===== config.mk =====
export PLATFORM = sky130hd
export DESIGN_NAME = string_to_integer_parser_top
export DESIGN_NICKNAME = d
export VERILOG_FILES = /design/src/rtl/core/stip_pkg.sv /design/src/rtl/core/stip_front.sv /design/src/rtl/core/stip_queue.sv /design/src/rtl/core/stip_back.sv /design/src/rtl/core/string_to_integer_parser_top.sv
export SDC_FILE = /design/constraint.sdc
export NUM_CORES = 2
export LEC_CHECK = 0
export BUFFER_PORTS_ARGS = -buffer_cell sky130_fd_sc_hd__buf_2
export CAP_MARGIN = 25
export CORE_ASPECT_RATIO = 1.25
export CORE_MARGIN = 2
export CORE_UTILIZATION = 61
export CTS_CLUSTER_DIAMETER = 120
export DETAILED_ROUTE_END_ITERATION = 7
export PLACE_DENSITY = 0.79
export SYNTH_ARGS = -nofsm -noshare
export SYNTH_HDL_FRONTEND = slang
export SYNTH_SLANG_ARGS = --single-unit

===== constraint.sdc =====
create_clock -name clk -period 22.2 [get_ports clk]
set_input_delay 5.55 -clock clk [delete_from_list [all_inputs] [get_ports clk]]
set_output_delay 5.55 -clock clk [all_outputs]
set_load 0.03 [all_outputs]

===== src/rtl/core/stip_pkg.sv =====
// Shared types, constants and register codes for the string-to-integer parser.
package stip_pkg;

  // Default widths and sizes
  localparam int OFFSET_BITS_DEF = 16;
  localparam int QUEUE_DEPTH_DEF = 4;
  localparam int CFG_ADDR_BITS   = 5;
  localparam int CFG_DATA_BITS   = 64;
  localparam int RESULT_OFF_BITS = 16;

  // Register indexes (byte address = 8 * index)
  localparam logic [1:0] REG_RADIX       = 2'd0;
  localparam logic [1:0] REG_POS_LIMIT   = 2'd1;
  localparam logic [1:0] REG_NEG_LIMIT   = 2'd2;
  localparam logic [1:0] REG_DIGIT_LIMIT = 2'd3;

  // Register reset values
  localparam logic [5:0]  RADIX_RST       = 6'd0;
  localparam logic [63:0] POS_LIMIT_RST   = 64'h7FFF_FFFF_FFFF_FFFF;
  localparam logic [63:0] NEG_LIMIT_RST   = 64'h8000_0000_0000_0000;
  localparam logic [6:0]  DIGIT_LIMIT_RST = 7'd19;

  // Result status codes
  localparam logic [1:0] ST_OK        = 2'd0;
  localparam logic [1:0] ST_BAD_BASE  = 2'd1;
  localparam logic [1:0] ST_RANGE     = 2'd2;

  // Bases and digit codes
  localparam logic [5:0] NO_DIGIT  = 6'd36;
  localparam logic [5:0] MAX_BASE  = 6'd36;
  localparam logic [5:0] BASE_ONE  = 6'd1;
  localparam logic [5:0] BASE_AUTO = 6'd0;
  localparam logic [5:0] BASE_OCT  = 6'd8;
  localparam logic [5:0] BASE_DEC  = 6'd10;
  localparam logic [5:0] BASE_HEX  = 6'd16;
  localparam logic [5:0] LETTER_OFS = 6'd10;
  localparam logic [6:0] COUNT_MAX = 7'h7F;

  // Character codes
  localparam logic [7:0] CH_TAB   = 8'h09;
  localparam logic [7:0] CH_CR    = 8'h0D;
  localparam logic [7:0] CH_SPACE = 8'h20;
  localparam logic [7:0] CH_PLUS  = 8'h2B;
  localparam logic [7:0] CH_MINUS = 8'h2D;
  localparam logic [7:0] CH_ZERO  = 8'h30;
  localparam logic [7:0] CH_NINE  = 8'h39;
  localparam logic [7:0] CH_UA    = 8'h41;
  localparam logic [7:0] CH_UX    = 8'h58;
  localparam logic [7:0] CH_UZ    = 8'h5A;
  localparam logic [7:0] CH_LA    = 8'h61;
  localparam logic [7:0] CH_LX    = 8'h78;
  localparam logic [7:0] CH_LZ    = 8'h7A;

  // Input word
  typedef struct packed {
    logic       start_req;
    logic [7:0] ch;
  } in_word_t;

  // Result word
  typedef struct packed {
    logic [63:0] value;
    logic [1:0]  status;
    logic [15:0] end_offset;
  } out_word_t;

  // Classified character as queued between front and engine
  typedef struct packed {
    logic       start;
    logic       space;
    logic       minus;
    logic       plus;
    logic       zero;
    logic       x;
    logic [5:0] dval;
  } cls_t;

  // Configuration registers
  typedef struct packed {
    logic [5:0]  radix;
    logic [63:0] positive_limit;
    logic [63:0] negative_limit;
    logic [6:0]  digit_limit;
  } cfg_t;

  // Queue status
  typedef struct packed {
    logic full;
    logic empty;
  } q_stat_t;

endpackage


===== src/rtl/core/stip_front.sv =====
// Front end: accepts characters and classifies them for the parse engine.
module stip_front (
  input  logic              item_valid,
  output logic              item_ready,
  input  stip_pkg::in_word_t item,
  input  stip_pkg::q_stat_t q_stat,
  output logic              q_push,
  output stip_pkg::cls_t    cls
);

  logic [7:0] c;

  assign c          = item.ch;
  assign item_ready = !q_stat.full;
  assign q_push     = item_valid && item_ready;

  // Classify the character and work out its raw digit value
  always_comb begin
    cls.start = item.start_req;
    cls.space = (c == stip_pkg::CH_SPACE) || (c >= stip_pkg::CH_TAB && c <= stip_pkg::CH_CR);
    cls.minus = (c == stip_pkg::CH_MINUS);
    cls.plus  = (c == stip_pkg::CH_PLUS);
    cls.zero  = (c == stip_pkg::CH_ZERO);
    cls.x     = (c == stip_pkg::CH_LX) || (c == stip_pkg::CH_UX);
    if (c >= stip_pkg::CH_ZERO && c <= stip_pkg::CH_NINE) begin
      cls.dval = 6'(c - stip_pkg::CH_ZERO);
    end else if (c >= stip_pkg::CH_LA && c <= stip_pkg::CH_LZ) begin
      cls.dval = 6'(c - stip_pkg::CH_LA) + stip_pkg::LETTER_OFS;
    end else if (c >= stip_pkg::CH_UA && c <= stip_pkg::CH_UZ) begin
      cls.dval = 6'(c - stip_pkg::CH_UA) + stip_pkg::LETTER_OFS;
    end else begin
      cls.dval = stip_pkg::NO_DIGIT;
    end
  end

endmodule


===== src/rtl/core/stip_queue.sv =====
// Short queue of classified characters between front end and parse engine.
module stip_queue #(
  parameter int DEPTH = stip_pkg::QUEUE_DEPTH_DEF
) (
  input  logic              clk,
  input  logic              rst,
  input  logic              push,
  input  stip_pkg::cls_t    wr_word,
  input  logic              pop,
  output logic              rd_valid,
  output stip_pkg::cls_t    rd_word,
  output stip_pkg::q_stat_t stat
);

  localparam int PTR_BITS = (DEPTH > 1) ? $clog2(DEPTH) : 1;
  localparam int CNT_BITS = $clog2(DEPTH + 1);
  localparam logic [PTR_BITS-1:0] LAST = PTR_BITS'(DEPTH - 1);
  localparam logic [CNT_BITS-1:0] FULL_CNT = CNT_BITS'(DEPTH);

  stip_pkg::cls_t      mem [DEPTH];
  logic [PTR_BITS-1:0] wr_ptr;
  logic [PTR_BITS-1:0] rd_ptr;
  logic [CNT_BITS-1:0] count;
  logic                do_push;
  logic                do_pop;

  assign stat.full  = (count == FULL_CNT);
  assign stat.empty = (count == '0);
  assign rd_valid   = !stat.empty;
  assign rd_word    = mem[rd_ptr];
  assign do_push    = push && !stat.full;
  assign do_pop     = pop && !stat.empty;

  // Store incoming words
  always_ff @(posedge clk) begin
    if (do_push) begin
      mem[wr_ptr] <= wr_word;
    end
  end

  // Advance pointers and occupancy
  always_ff @(posedge clk) begin
    if (rst) begin
      wr_ptr <= '0;
      rd_ptr <= '0;
      count  <= '0;
    end else begin
      if (do_push) begin
        wr_ptr <= (wr_ptr == LAST) ? '0 : wr_ptr + 1'b1;
      end
      if (do_pop) begin
        rd_ptr <= (rd_ptr == LAST) ? '0 : rd_ptr + 1'b1;
      end
      if (do_push && !do_pop) begin
        count <= count + 1'b1;
      end else if (do_pop && !do_push) begin
        count <= count - 1'b1;
      end
    end
  end

endmodule


===== src/rtl/core/stip_back.sv =====
// Parse engine: sign, prefix and digit accumulation with range checks and result register.
module stip_back #(
  parameter int OFFSET_BITS = stip_pkg::OFFSET_BITS_DEF
) (
  input  logic                clk,
  input  logic                rst,
  input  stip_pkg::cfg_t      cfg,
  input  logic                q_valid,
  input  stip_pkg::cls_t      q_word,
  output logic                q_pop,
  output logic                result_valid,
  input  logic                result_ready,
  output stip_pkg::out_word_t result
);

  localparam int EXT_BITS = (OFFSET_BITS > stip_pkg::RESULT_OFF_BITS) ?
                            OFFSET_BITS : stip_pkg::RESULT_OFF_BITS;

  typedef enum logic [2:0] {
    PH_WS,
    PH_PREFIX,
    PH_AFTER0,
    PH_DIGITS,
    PH_DONE
  } phase_t;

  phase_t                 phase, phase_next, cur_phase;
  logic [63:0]            acc, acc_next, cur_acc;
  logic                   neg, neg_next, cur_neg;
  logic [5:0]             base, base_next, cur_base;
  logic [6:0]             dcount, dcount_next, cur_dcount;
  logic [OFFSET_BITS-1:0] position, position_next, cur_pos, pos_inc;

  logic                   fire;
  logic                   bad_base;
  logic                   run;
  logic                   prefix_ok;
  logic [5:0]             dig_base;
  logic [69:0]            mac;
  logic [63:0]            bound;
  logic                   emit;
  logic [63:0]            emit_val;
  logic [1:0]             emit_st;
  logic [OFFSET_BITS-1:0] emit_off;
  logic [EXT_BITS-1:0]    off_ext;
  logic [15:0]            off_sat;

  assign fire  = q_valid && (!result_valid || result_ready);
  assign q_pop = fire;

  // Start of string restarts the parse state
  always_comb begin
    if (q_word.start) begin
      cur_phase  = PH_WS;
      cur_acc    = '0;
      cur_neg    = 1'b0;
      cur_base   = '0;
      cur_dcount = '0;
      cur_pos    = '0;
    end else begin
      cur_phase  = phase;
      cur_acc    = acc;
      cur_neg    = neg;
      cur_base   = base;
      cur_dcount = dcount;
      cur_pos    = position;
    end
  end

  assign pos_inc  = (cur_pos == '1) ? cur_pos : cur_pos + 1'b1;
  assign bad_base = (cfg.radix == stip_pkg::BASE_ONE) || (cfg.radix > stip_pkg::MAX_BASE);
  assign bound    = cur_neg ? cfg.negative_limit : cfg.positive_limit;

  // Step the parse for one character
  always_comb begin
    phase_next    = cur_phase;
    acc_next      = cur_acc;
    neg_next      = cur_neg;
    base_next     = cur_base;
    dcount_next   = cur_dcount;
    position_next = cur_pos;
    emit          = 1'b0;
    emit_val      = '0;
    emit_st       = stip_pkg::ST_OK;
    emit_off      = '0;
    run           = 1'b0;
    dig_base      = cur_base;
    prefix_ok     = 1'b0;
    case (cur_phase)
      PH_WS: begin
        prefix_ok = (cfg.radix == stip_pkg::BASE_AUTO || cfg.radix == stip_pkg::BASE_OCT ||
                     cfg.radix == stip_pkg::BASE_HEX) && q_word.zero;
        base_next = cfg.radix;
        if (bad_base) begin
          emit    = 1'b1;
          emit_st = stip_pkg::ST_BAD_BASE;
        end else if (q_word.space) begin
          position_next = pos_inc;
        end else if (q_word.minus || q_word.plus) begin
          phase_next    = PH_PREFIX;
          neg_next      = q_word.minus;
          position_next = pos_inc;
        end else if (prefix_ok) begin
          phase_next    = PH_AFTER0;
          position_next = pos_inc;
        end else begin
          run      = 1'b1;
          dig_base = (cfg.radix == stip_pkg::BASE_AUTO) ? stip_pkg::BASE_DEC : cfg.radix;
        end
      end
      PH_PREFIX: begin
        prefix_ok = (cur_base == stip_pkg::BASE_AUTO || cur_base == stip_pkg::BASE_OCT ||
                     cur_base == stip_pkg::BASE_HEX) && q_word.zero;
        if (prefix_ok) begin
          phase_next    = PH_AFTER0;
          position_next = pos_inc;
        end else begin
          run      = 1'b1;
          dig_base = (cur_base == stip_pkg::BASE_AUTO) ? stip_pkg::BASE_DEC : cur_base;
        end
      end
      PH_AFTER0: begin
        if (q_word.x) begin
          phase_next    = PH_DIGITS;
          base_next     = stip_pkg::BASE_HEX;
          position_next = pos_inc;
        end else begin
          run      = 1'b1;
          dig_base = (cur_base == stip_pkg::BASE_HEX) ? stip_pkg::BASE_HEX : stip_pkg::BASE_OCT;
        end
      end
      PH_DIGITS: begin
        run = 1'b1;
      end
      PH_DONE: begin
        run = 1'b0;
      end
      default: begin
        run = 1'b0;
      end
    endcase

    // Multiply-accumulate with exact overflow out of 64 bits
    mac = 70'(cur_acc) * 70'(dig_base) + 70'(q_word.dval);

    if (run) begin
      phase_next = PH_DIGITS;
      base_next  = dig_base;
      if (q_word.dval >= dig_base) begin
        emit     = 1'b1;
        emit_val = cur_neg ? (64'd0 - cur_acc) : cur_acc;
        emit_st  = stip_pkg::ST_OK;
        emit_off = cur_pos;
      end else if ((mac[69:64] != '0) || (mac[63:0] > bound) ||
                   (cur_dcount > cfg.digit_limit)) begin
        emit     = 1'b1;
        emit_val = cur_neg ? (64'd0 - cfg.negative_limit) : cfg.positive_limit;
        emit_st  = stip_pkg::ST_RANGE;
        emit_off = pos_inc;
      end else begin
        acc_next      = mac[63:0];
        dcount_next   = (cur_dcount == stip_pkg::COUNT_MAX) ? cur_dcount : cur_dcount + 1'b1;
        position_next = pos_inc;
      end
    end

    if (emit) begin
      phase_next = PH_DONE;
    end
  end

  // Saturate the end offset to the result field
  assign off_ext = EXT_BITS'(emit_off);
  assign off_sat = (off_ext > EXT_BITS'(16'hFFFF)) ? 16'hFFFF : off_ext[15:0];

  // Hold parse state and the result register
  always_ff @(posedge clk) begin
    if (rst) begin
      phase        <= PH_WS;
      acc          <= '0;
      neg          <= 1'b0;
      base         <= '0;
      dcount       <= '0;
      position     <= '0;
      result_valid <= 1'b0;
    end else begin
      if (fire) begin
        phase    <= phase_next;
        acc      <= acc_next;
        neg      <= neg_next;
        base     <= base_next;
        dcount   <= dcount_next;
        position <= position_next;
      end
      if (fire && emit) begin
        result_valid <= 1'b1;
      end else if (result_ready) begin
        result_valid <= 1'b0;
      end
    end
  end

  // Load the result word
  always_ff @(posedge clk) begin
    if (fire && emit) begin
      result.value      <= emit_val;
      result.status     <= emit_st;
      result.end_offset <= off_sat;
    end
  end

endmodule


===== src/rtl/core/string_to_integer_parser_top.sv =====
// A result word is loaded into the result register after the terminating character has
// passed through the queue; a result held at the output stalls the engine.
// Throughput: one character per cycle while no result is held at the output; the engine's
// combinational 64x6 multiply-add with its range compare sets that figure.
// A result may wait at the output while further characters are queued (queue depth
// QUEUE_DEPTH); reset is synchronous, restores register defaults and empties the queue.
module string_to_integer_parser_top #(
  parameter int OFFSET_BITS = stip_pkg::OFFSET_BITS_DEF,
  parameter int QUEUE_DEPTH = stip_pkg::QUEUE_DEPTH_DEF
) (
  input  logic                                 clk,
  input  logic                                 rst,
  input  logic                                 item_valid,
  output logic                                 item_ready,
  input  stip_pkg::in_word_t                   item,
  output logic                                 result_valid,
  input  logic                                 result_ready,
  output stip_pkg::out_word_t                  result,
  input  logic                                 psel,
  input  logic                                 penable,
  input  logic                                 pwrite,
  input  logic [stip_pkg::CFG_ADDR_BITS-1:0]   paddr,
  input  logic [stip_pkg::CFG_DATA_BITS-1:0]   pwdata,
  output logic [stip_pkg::CFG_DATA_BITS-1:0]   prdata,
  output logic                                 pready
);

  stip_pkg::cfg_t    cfg;
  stip_pkg::cls_t    cls;
  stip_pkg::cls_t    q_word;
  stip_pkg::q_stat_t q_stat;
  logic              q_push;
  logic              q_pop;
  logic              q_valid;
  logic [1:0]        reg_idx;

  assign pready  = 1'b1;
  assign reg_idx = paddr[4:3];

  // Write configuration registers
  always_ff @(posedge clk) begin
    if (rst) begin
      cfg.radix          <= stip_pkg::RADIX_RST;
      cfg.positive_limit <= stip_pkg::POS_LIMIT_RST;
      cfg.negative_limit <= stip_pkg::NEG_LIMIT_RST;
      cfg.digit_limit    <= stip_pkg::DIGIT_LIMIT_RST;
    end else if (psel && penable && pwrite) begin
      case (reg_idx)
        stip_pkg::REG_RADIX:       cfg.radix          <= pwdata[5:0];
        stip_pkg::REG_POS_LIMIT:   cfg.positive_limit <= pwdata;
        stip_pkg::REG_NEG_LIMIT:   cfg.negative_limit <= pwdata;
        stip_pkg::REG_DIGIT_LIMIT: cfg.digit_limit    <= pwdata[6:0];
        default:                   cfg.radix          <= cfg.radix;
      endcase
    end
  end

  // Read back configuration registers
  always_comb begin
    case (reg_idx)
      stip_pkg::REG_RADIX:       prdata = 64'(cfg.radix);
      stip_pkg::REG_POS_LIMIT:   prdata = cfg.positive_limit;
      stip_pkg::REG_NEG_LIMIT:   prdata = cfg.negative_limit;
      stip_pkg::REG_DIGIT_LIMIT: prdata = 64'(cfg.digit_limit);
      default:                   prdata = '0;
    endcase
  end

  stip_front u_front (
    .item_valid (item_valid),
    .item_ready (item_ready),
    .item       (item),
    .q_stat     (q_stat),
    .q_push     (q_push),
    .cls        (cls)
  );

  stip_queue #(
    .DEPTH (QUEUE_DEPTH)
  ) u_queue (
    .clk      (clk),
    .rst      (rst),
    .push     (q_push),
    .wr_word  (cls),
    .pop      (q_pop),
    .rd_valid (q_valid),
    .rd_word  (q_word),
    .stat     (q_stat)
  );

  stip_back #(
    .OFFSET_BITS (OFFSET_BITS)
  ) u_back (
    .clk          (clk),
    .rst          (rst),
    .cfg          (cfg),
    .q_valid      (q_valid),
    .q_word       (q_word),
    .q_pop        (q_pop),
    .result_valid (result_valid),
    .result_ready (result_ready),
    .result       (result)
  );

  // Queue comes out of reset empty, so characters are taken at once
  a_ready_after_reset: assert property (@(posedge clk) rst |=> item_ready)
    else $error("item_ready low after reset");

  // Only defined status codes leave the block
  a_status_code: assert property (@(posedge clk) disable iff (rst)
    result_valid |-> (result.status == stip_pkg::ST_OK ||
                      result.status == stip_pkg::ST_BAD_BASE ||
                      result.status == stip_pkg::ST_RANGE))
    else $error("undefined status code");

  // An invalid base gives a zero value at offset zero
  a_bad_base_word: assert property (@(posedge clk) disable iff (rst)
    (result_valid && result.status == stip_pkg::ST_BAD_BASE) |->
      (result.value == '0 && result.end_offset == '0))
    else $error("invalid-base word carries data");

  // An empty queue cannot feed the engine
  a_no_pop_empty: assert property (@(posedge clk) disable iff (rst)
    q_stat.empty |-> !q_pop)
    else $error("engine took a word from an empty queue");

endmodule

* Word level (Yosys, flattened, before mapping) *
Memories as Yosys holds them, arrays and structs flattened. A register that Yosys moved wholly into a read port is not among the register bits.
Index checks and enable logic that the tools add are counted.

storage, ports and cells
  memories kept = 1
  output and inout port bits = 149
  register bits = 328
  input bits = 85
  bits in writable memories = 48

cells by class
  equality and inequality tests = 22
  $lt $le $gt $ge = 13
  muxes and demuxes = 89
  multipliers = 1
  $add $sub $neg = 14
  reductions and logical operators = 43

memories
  memory       words  width  rd ports  clocked after Yosys merged registers in  write ports  RTL line          source
  u_queue.mem  4      12     1         1                                        1            stip_queue.sv:20  stip_pkg::cls_t mem [DEPTH];

operators by type and width
  cell                                                                               count
  64-bit two-way mux                                                                 9
  64-bit case mux with 4 select lines                                                1
  16-bit two-way mux                                                                 14
  1-bit by 64-bit subtractor with 64-bit output (first input constant)               2
  6-bit two-way mux                                                                  14
  70-bit by 6-bit adder with 70-bit output                                           1
  64-bit by 6-bit multiplier with 70-bit output                                      1
  64-bit greater-than comparator                                                     1
  16-bit case mux with 3 select lines                                                1
  7-bit two-way mux                                                                  5
  3-bit two-way mux                                                                  11
  8-bit by 6-bit == test with 1-bit output (second input constant)                   4
  1-bit two-way mux                                                                  21
  6-bit case mux with 3 select lines                                                 1
  16-bit by 1-bit adder with 16-bit output (second input constant)                   1
  16-bit == test (second input constant)                                             1
  8-bit by 7-bit == test with 1-bit output (second input constant)                   2
  8-bit by 7-bit >= comparator with 1-bit output (second input constant)             2
  16-bit greater-than comparator (second input constant)                             1
  8-bit by 7-bit less-or-equal comparator with 1-bit output (second input constant)  2
  2-bit two-way mux                                                                  8
  1-bit logical AND                                                                  15
  6-bit by 4-bit adder with 6-bit output (second input constant)                     2
  6-bit by 4-bit == test with 1-bit output (second input constant)                   2
  33 further kinds                                                                   60

* Depth between registers and ports, before layout *
  depth after elaboration = 19
  mapped depth = 45

* Modules after synthesis *
From an unflattened synthesis, not the netlist that was laid out.

second synthesis, totals
  cells, all modules = 4096
  area total of the unflattened synthesis = 35412.7 µm²

by module, submodules not included
  module                        seq. area each (µm²)  area an instance (µm²)  times used  cells an instance
  stip_back                     4424.2                26156.3                 1           3214
  string_to_integer_parser_top  2822.7                6556.3                  1           698
  stip_queue                    1621.6                2224.6                  1           113
  stip_front                    0.0                   475.5                   1           71

* Worst setup path after synthesis *
No wires, ideal clock.

  path type = input to output
  start = in paddr[3] (netlist bit)
  end = out prdata[10] (netlist bit)
  path buffers = 4
  data required time = 16.650 ns
  stages = 6
  arrival time = 7.223 ns
  setup slack = 9.427 ns
  path through = clkbuf_1 nor2b_1 clkbuf_1 clkbuf_1 buf_1 a22o_1

between the ends
  longest elaborated chain between the ends = 2

RTL lines
  item                                         RTL line                            source
  from (decl)                                  string_to_integer_parser_top.sv:22  input logic [stip_pkg::CFG_ADDR_BITS-1:0] paddr,
  2-bit == test, or another cell as far along  string_to_integer_parser_top.sv:60  case (reg_idx)
  64-bit case mux with 4 select lines *        string_to_integer_parser_top.sv:60
  to (decl)                                    string_to_integer_parser_top.sv:24  output logic [stip_pkg::CFG_DATA_BITS-1:0] prdata,

Mark *: on every way between the ends. The rest lies on a longest branch, timed or not.

==> impl_table.tex <==
\begin{tabular}{lr}
\hline
Metric & Value \\
\hline
\multicolumn{2}{l}{\textbf{STA}} \\
Unrepaired setup endpoints after global routing & no \\
Max Clock Skew & between 0.04 and 0.05 ns \\
Final-report setup violation count & 0 \\
Fin crit period & 15.81 ns \\
Transition at the pin with the smallest max-transition slack & 1.22 ns \\
Number of max-slew violations in the final report & 0 \\
Hold Vio Cnt, Final & 0 \\
Hold Slack & $\sim$0.5 ns \\
Share of the clock period used by the worst path & 0.712 \\
Setup\_tns & 0 ns \\
Top achievable clock speed & between 60 and 70 MHz \\
Max-slew headroom & 0.173 \\
\multicolumn{2}{l}{\textbf{GRT}} \\
GR Util All Layers & 0.386 \\
GRT Residual Overflow & 0 \\
Number of global-route vias before repair & 30.7k \\
Global-route wire length before repair & 176 mm \\
Pin count of the biggest net entering global routing & 90 \\
Initial antenna violation count & 13 \\
\multicolumn{2}{l}{\textbf{Cells and area}} \\
Fin nets & around 4.7k \\
Share of post-route cells with drive strength above 1 & 0.0938 \\
Final cell count without fillers & 4916 \\
Area of the multi-input gates & approximately 24000 um2 \\
Storage cell area & $\sim$8900 um2 \\
\# fillers & 4692 \\
Core Util, Final & 0.666 \\
Area Overhead vs Synth & 7.80\% \\
Post-route cell area & 37400 um2 \\
\multicolumn{2}{l}{\textbf{Clock tree}} \\
Total number of clock tree sinks & approximately 380 \\
\# hold bufs at CTS & 0 \\
CTS tree & done \\
Clock root cell & sky130\_fd\_sc\_hd\_\_clkbuf\_16 \\
Setup repair bufs after CTS & 0 \\
Deepest clock path buffer count & 3 \\
Clk pin slew, worst setup/hold paths & 0.06 ns \\
Clock insertion delay at the later pin of the skew report & approximately 0.60 ns \\
CTS H-Tree Depth & 2 \\
Post\_cts resized & 0 \\
Clock buffers created by TritonCTS & 40 \\
\multicolumn{2}{l}{\textbf{Outcome}} \\
Status & finished clean \\
\multicolumn{2}{l}{\textbf{Synth}} \\
Register bit total from synthesis & 378 \\
Synth async-reset ratio & 0 \\
Seq/Total Area, Yosys & 0.256 \\
Average size of a mapped cell & 8.45 um2 \\
Syn\_nets & approximately 4.7k \\
Synthesized instance count & 4104 \\
Number of flops mapped to enable cells by yosys & 130 \\
Yosys warnings & 0 \\
Primary FF master, synth & sky130\_fd\_sc\_hd\_\_dfxtp\_1 \\
Area of the mapped netlist & around 35000 um2 \\
Synth unique cells & 90 \\
\multicolumn{2}{l}{\textbf{Critical path}} \\
CP Max Fanout & between 70 and 80 \\
Slowest CP cell & sky130\_fd\_sc\_hd\_\_dfxtp\_1 \\
Cell family contributing the most delay on the critical path & compound AO/OA/AOI/OAI gates \\
Worst setup path class & flop to flop \\
Data arrival time of the worst path & 16.05 ns \\
Critical Path Source Type & flop \\
CP bufs+invs & 9 \\
Largest stage delay, worst path & 0.91 ns \\
Required time of the worst setup path & 22.43 ns \\
Type of destination of the critical path & flop \\
Cell with the most instances on the worst path & sky130\_fd\_sc\_hd\_\_inv\_1 \\
\multicolumn{2}{l}{\textbf{Die}} \\
Std cell rows & 97 \\
Die height & 271 um \\
Total Die Area & 58800 um2 \\
Initial cell density of the core & 0.618 \\
Die width & 217 um \\
Core area & 56100 um2 \\
Number of top-level pins & 234 \\
\multicolumn{2}{l}{\textbf{Power and ir drop}} \\
Peak ir drop on the vdd network & about 0.10 mV \\
Pwr/cell area & 70.6 nW/um2 \\
Static leakage power & approximately 16 nW \\
\multicolumn{2}{l}{\textbf{Drt}} \\
Routed WL & 115 mm \\
Final routed wire length divided by cell count & about 23 um \\
Via-to-Cell Ratio & about 6.5 \\
Residual DRC & 0 \\
Iter 0 DRT Violations & 3479 \\
Router iterations before antenna repair & 7 \\
Post-route antenna net violation count & 0 \\
Via count & 31.9k \\
\multicolumn{2}{l}{\textbf{Min path}} \\
Path category of the worst min-delay check & flop to flop \\
\multicolumn{2}{l}{\textbf{Flow run}} \\
Count of max-cap constraint violations & 0 \\
\multicolumn{2}{l}{\textbf{Placement}} \\
Weighted congestion at the end of routability-driven global placement & between 0.9 and 1 \\
Placement Cell Area & 36000 um2 \\
Quantity of I/O buffers inserted on ports & between 200 and 250 \\
Cell count after placement & 4835 \\
Detailed placement HPWL & 86.9 mm \\
\hline
\end{tabular}
==> layout make-up <==
cell class	count	area share
Sequential cell	378	0.237
Tap cell	742	0.0248
Antenna cell	7	0.000469
Inverter	163	0.0165
Timing Repair Buffer	265	0.0379
Clock inverter	20	0.00676
Multi-Input combinational cell	3287	0.647
Clock buffer	54	0.0287
==> tightest hold or removal path, cell delays in order (launching register included) <==
cell	delay, ns
sky130_fd_sc_hd__dfxtp_1	0.32
sky130_fd_sc_hd__nand3_1	0.06
sky130_fd_sc_hd__o22ai_1	0.07
==> flip-flops by register name, summed over array words and instances, names as in the netlist, named ones only <==
| register | flops |
|---|---|
| u_queue.count | 3 |
| u_back.result_valid | 1 |
| u_back.base | 6 |
| u_queue.rd_ptr | 2 |
| u_back.acc | 64 |
| u_back.phase | 3 |
| u_back.result | 82 |
| u_queue.mem | 48 |
| u_back.dcount | 7 |
| cfg | 141 |
| u_queue.wr_ptr | 2 |
| u_back.position | 16 |
| u_back.neg | 1 |
==> cell usage in the layout, fill, tap and decap left out, types with 10 or more instances in the layout <==
cell type                     n
sky130_fd_sc_hd__xnor2_1    118
sky130_fd_sc_hd__a21o_1      36
sky130_fd_sc_hd__inv_1      158
sky130_fd_sc_hd__nor3_1      62
sky130_fd_sc_hd__nor2b_1     30
sky130_fd_sc_hd__nand2_1    639
sky130_fd_sc_hd__and2_1      21
sky130_fd_sc_hd__o21ai_1     10
sky130_fd_sc_hd__dfxtp_1    247
sky130_fd_sc_hd__ha_1       243
sky130_fd_sc_hd__and3_1      35
sky130_fd_sc_hd__o2bb2ai_1   60
sky130_fd_sc_hd__a31oi_1     28
sky130_fd_sc_hd__fa_1       253
sky130_fd_sc_hd__o21ai_0    175
sky130_fd_sc_hd__or4_1       22
sky130_fd_sc_hd__nor4_1      37
sky130_fd_sc_hd__mux2i_1     84
sky130_fd_sc_hd__buf_2      229
sky130_fd_sc_hd__or3_1       21
sky130_fd_sc_hd__a211oi_1    17
sky130_fd_sc_hd__o22ai_1     11
sky130_fd_sc_hd__clkbuf_16   40
sky130_fd_sc_hd__o31ai_1     15
sky130_fd_sc_hd__xor2_1      76
sky130_fd_sc_hd__nand4_1     54
sky130_fd_sc_hd__nor2_1     519
sky130_fd_sc_hd__buf_4       36
sky130_fd_sc_hd__edfxtp_1   130
sky130_fd_sc_hd__nand2b_1    18
sky130_fd_sc_hd__clkbuf_1    12
sky130_fd_sc_hd__a221oi_1    12
sky130_fd_sc_hd__a22o_1      58
sky130_fd_sc_hd__o211ai_1    19
sky130_fd_sc_hd__a21boi_0    69
sky130_fd_sc_hd__nand3_1     69
sky130_fd_sc_hd__a22oi_1     62
sky130_fd_sc_hd__a21oi_1    231
sky130_fd_sc_hd__mux4_2      18
sky130_fd_sc_hd__o21bai_1    19
==> metrics by stage <==
stage                     setup WS, ns  total power [mW]
after floorplan                   9.43              1.58
after global placement            6.99              1.91
after detailed placement          6.90              1.92
after CTS                         6.77              2.61
after global routing              5.53              2.74
final                             6.39              2.64
==> per-layer routing <==
layer	GRT usage	up-vias	part of all wire	wire, um
li1	-	14400	-	-
met5	0	-	0.00010	12
met3	0.0419	462	0.068	7840
met2	0.645	1681	0.48	55100
met4	0.277	2	0.085	9770
met1	0.462	15400	0.37	42200
==> worst paths after layout <==
path	from	to	slack [ns]	cells after the start
worst min-delay path	u_back.dcount[1]$_SDFFE_PP0P_	u_back.dcount[1]$_SDFFE_PP0P_	0.50	2
worst min register to register	u_back.dcount[1]$_SDFFE_PP0P_	u_back.dcount[1]$_SDFFE_PP0P_	0.50	2
worst max register to register	flop	u_back.result[61]$_SDFFCE_PN0P_	6.39	41
worst max-delay path	flop	u_back.result[61]$_SDFFCE_PN0P_	6.39	41
==> where the power goes <==
part           internal, mW  switching (mW)
sequential            0.789          0.0515
clock                 0.391           0.305
combinational         0.273           0.830
total                  1.45            1.19
==> kinds of logic (layout without fill, tap and decap cells) <==
| kind of cell | after synthesis | in the layout | synth area share |
|---|---|---|---|
| AO/OA/AOI/OAI | 909 | 909 | 0.174 |
| XOR/XNOR | 194 | 194 | 0.0490 |
| adder cells (fa/ha/maj) | 496 | 496 | 0.234 |
| buffers and inverters | 439 | 502 | 0.0487 |
| flip-flops | 378 | 378 | 0.256 |
| multiplexers | 106 | 106 | 0.0372 |
| other | 1 | 8 | 0.000108 |
| AND/OR/NAND/NOR | 1581 | 1581 | 0.201 |
==> cells in the mapped netlist (17+ instances only) <==
| library cell | instances | share of area |
|---|---|---|
| sky130_fd_sc_hd__a31oi_1 | 28 | 0.0051 |
| sky130_fd_sc_hd__a22o_1 | 59 | 0.015 |
| sky130_fd_sc_hd__xor2_1 | 76 | 0.019 |
| sky130_fd_sc_hd__o21bai_1 | 19 | 0.0041 |
| sky130_fd_sc_hd__nand2b_1 | 18 | 0.0032 |
| sky130_fd_sc_hd__mux4_2 | 18 | 0.012 |
| sky130_fd_sc_hd__nor4_1 | 37 | 0.0067 |
| sky130_fd_sc_hd__a211oi_1 | 17 | 0.0037 |
| sky130_fd_sc_hd__dfxtp_1 | 248 | 0.14 |
| sky130_fd_sc_hd__and3_1 | 35 | 0.0063 |
| sky130_fd_sc_hd__o21ai_0 | 176 | 0.025 |
| sky130_fd_sc_hd__nand4_1 | 54 | 0.0097 |
| sky130_fd_sc_hd__a22oi_1 | 62 | 0.013 |
| sky130_fd_sc_hd__mux2i_1 | 84 | 0.024 |
| sky130_fd_sc_hd__nand3_1 | 69 | 0.010 |
| sky130_fd_sc_hd__a21boi_0 | 69 | 0.015 |
| sky130_fd_sc_hd__or4_1 | 22 | 0.0048 |
| sky130_fd_sc_hd__nor2b_1 | 33 | 0.0060 |
| sky130_fd_sc_hd__a21o_1 | 36 | 0.0078 |
| sky130_fd_sc_hd__a21oi_1 | 233 | 0.034 |
| sky130_fd_sc_hd__nor2_1 | 520 | 0.056 |
| sky130_fd_sc_hd__edfxtp_1 | 130 | 0.11 |
| sky130_fd_sc_hd__fa_1 | 253 | 0.15 |
| sky130_fd_sc_hd__inv_1 | 160 | 0.017 |
| sky130_fd_sc_hd__nor3_1 | 62 | 0.0090 |
| sky130_fd_sc_hd__ha_1 | 243 | 0.088 |
| sky130_fd_sc_hd__xnor2_1 | 118 | 0.030 |
| sky130_fd_sc_hd__clkbuf_1 | 222 | 0.024 |
| sky130_fd_sc_hd__o211ai_1 | 19 | 0.0041 |
| sky130_fd_sc_hd__buf_2 | 28 | 0.0040 |
| sky130_fd_sc_hd__buf_1 | 24 | 0.0026 |
| sky130_fd_sc_hd__o2bb2ai_1 | 60 | 0.015 |
| sky130_fd_sc_hd__or3_1 | 21 | 0.0038 |
| sky130_fd_sc_hd__and2_1 | 23 | 0.0042 |
| sky130_fd_sc_hd__nand2_1 | 641 | 0.069 |
Note: power is estimated with default switching activity, not from simulation.
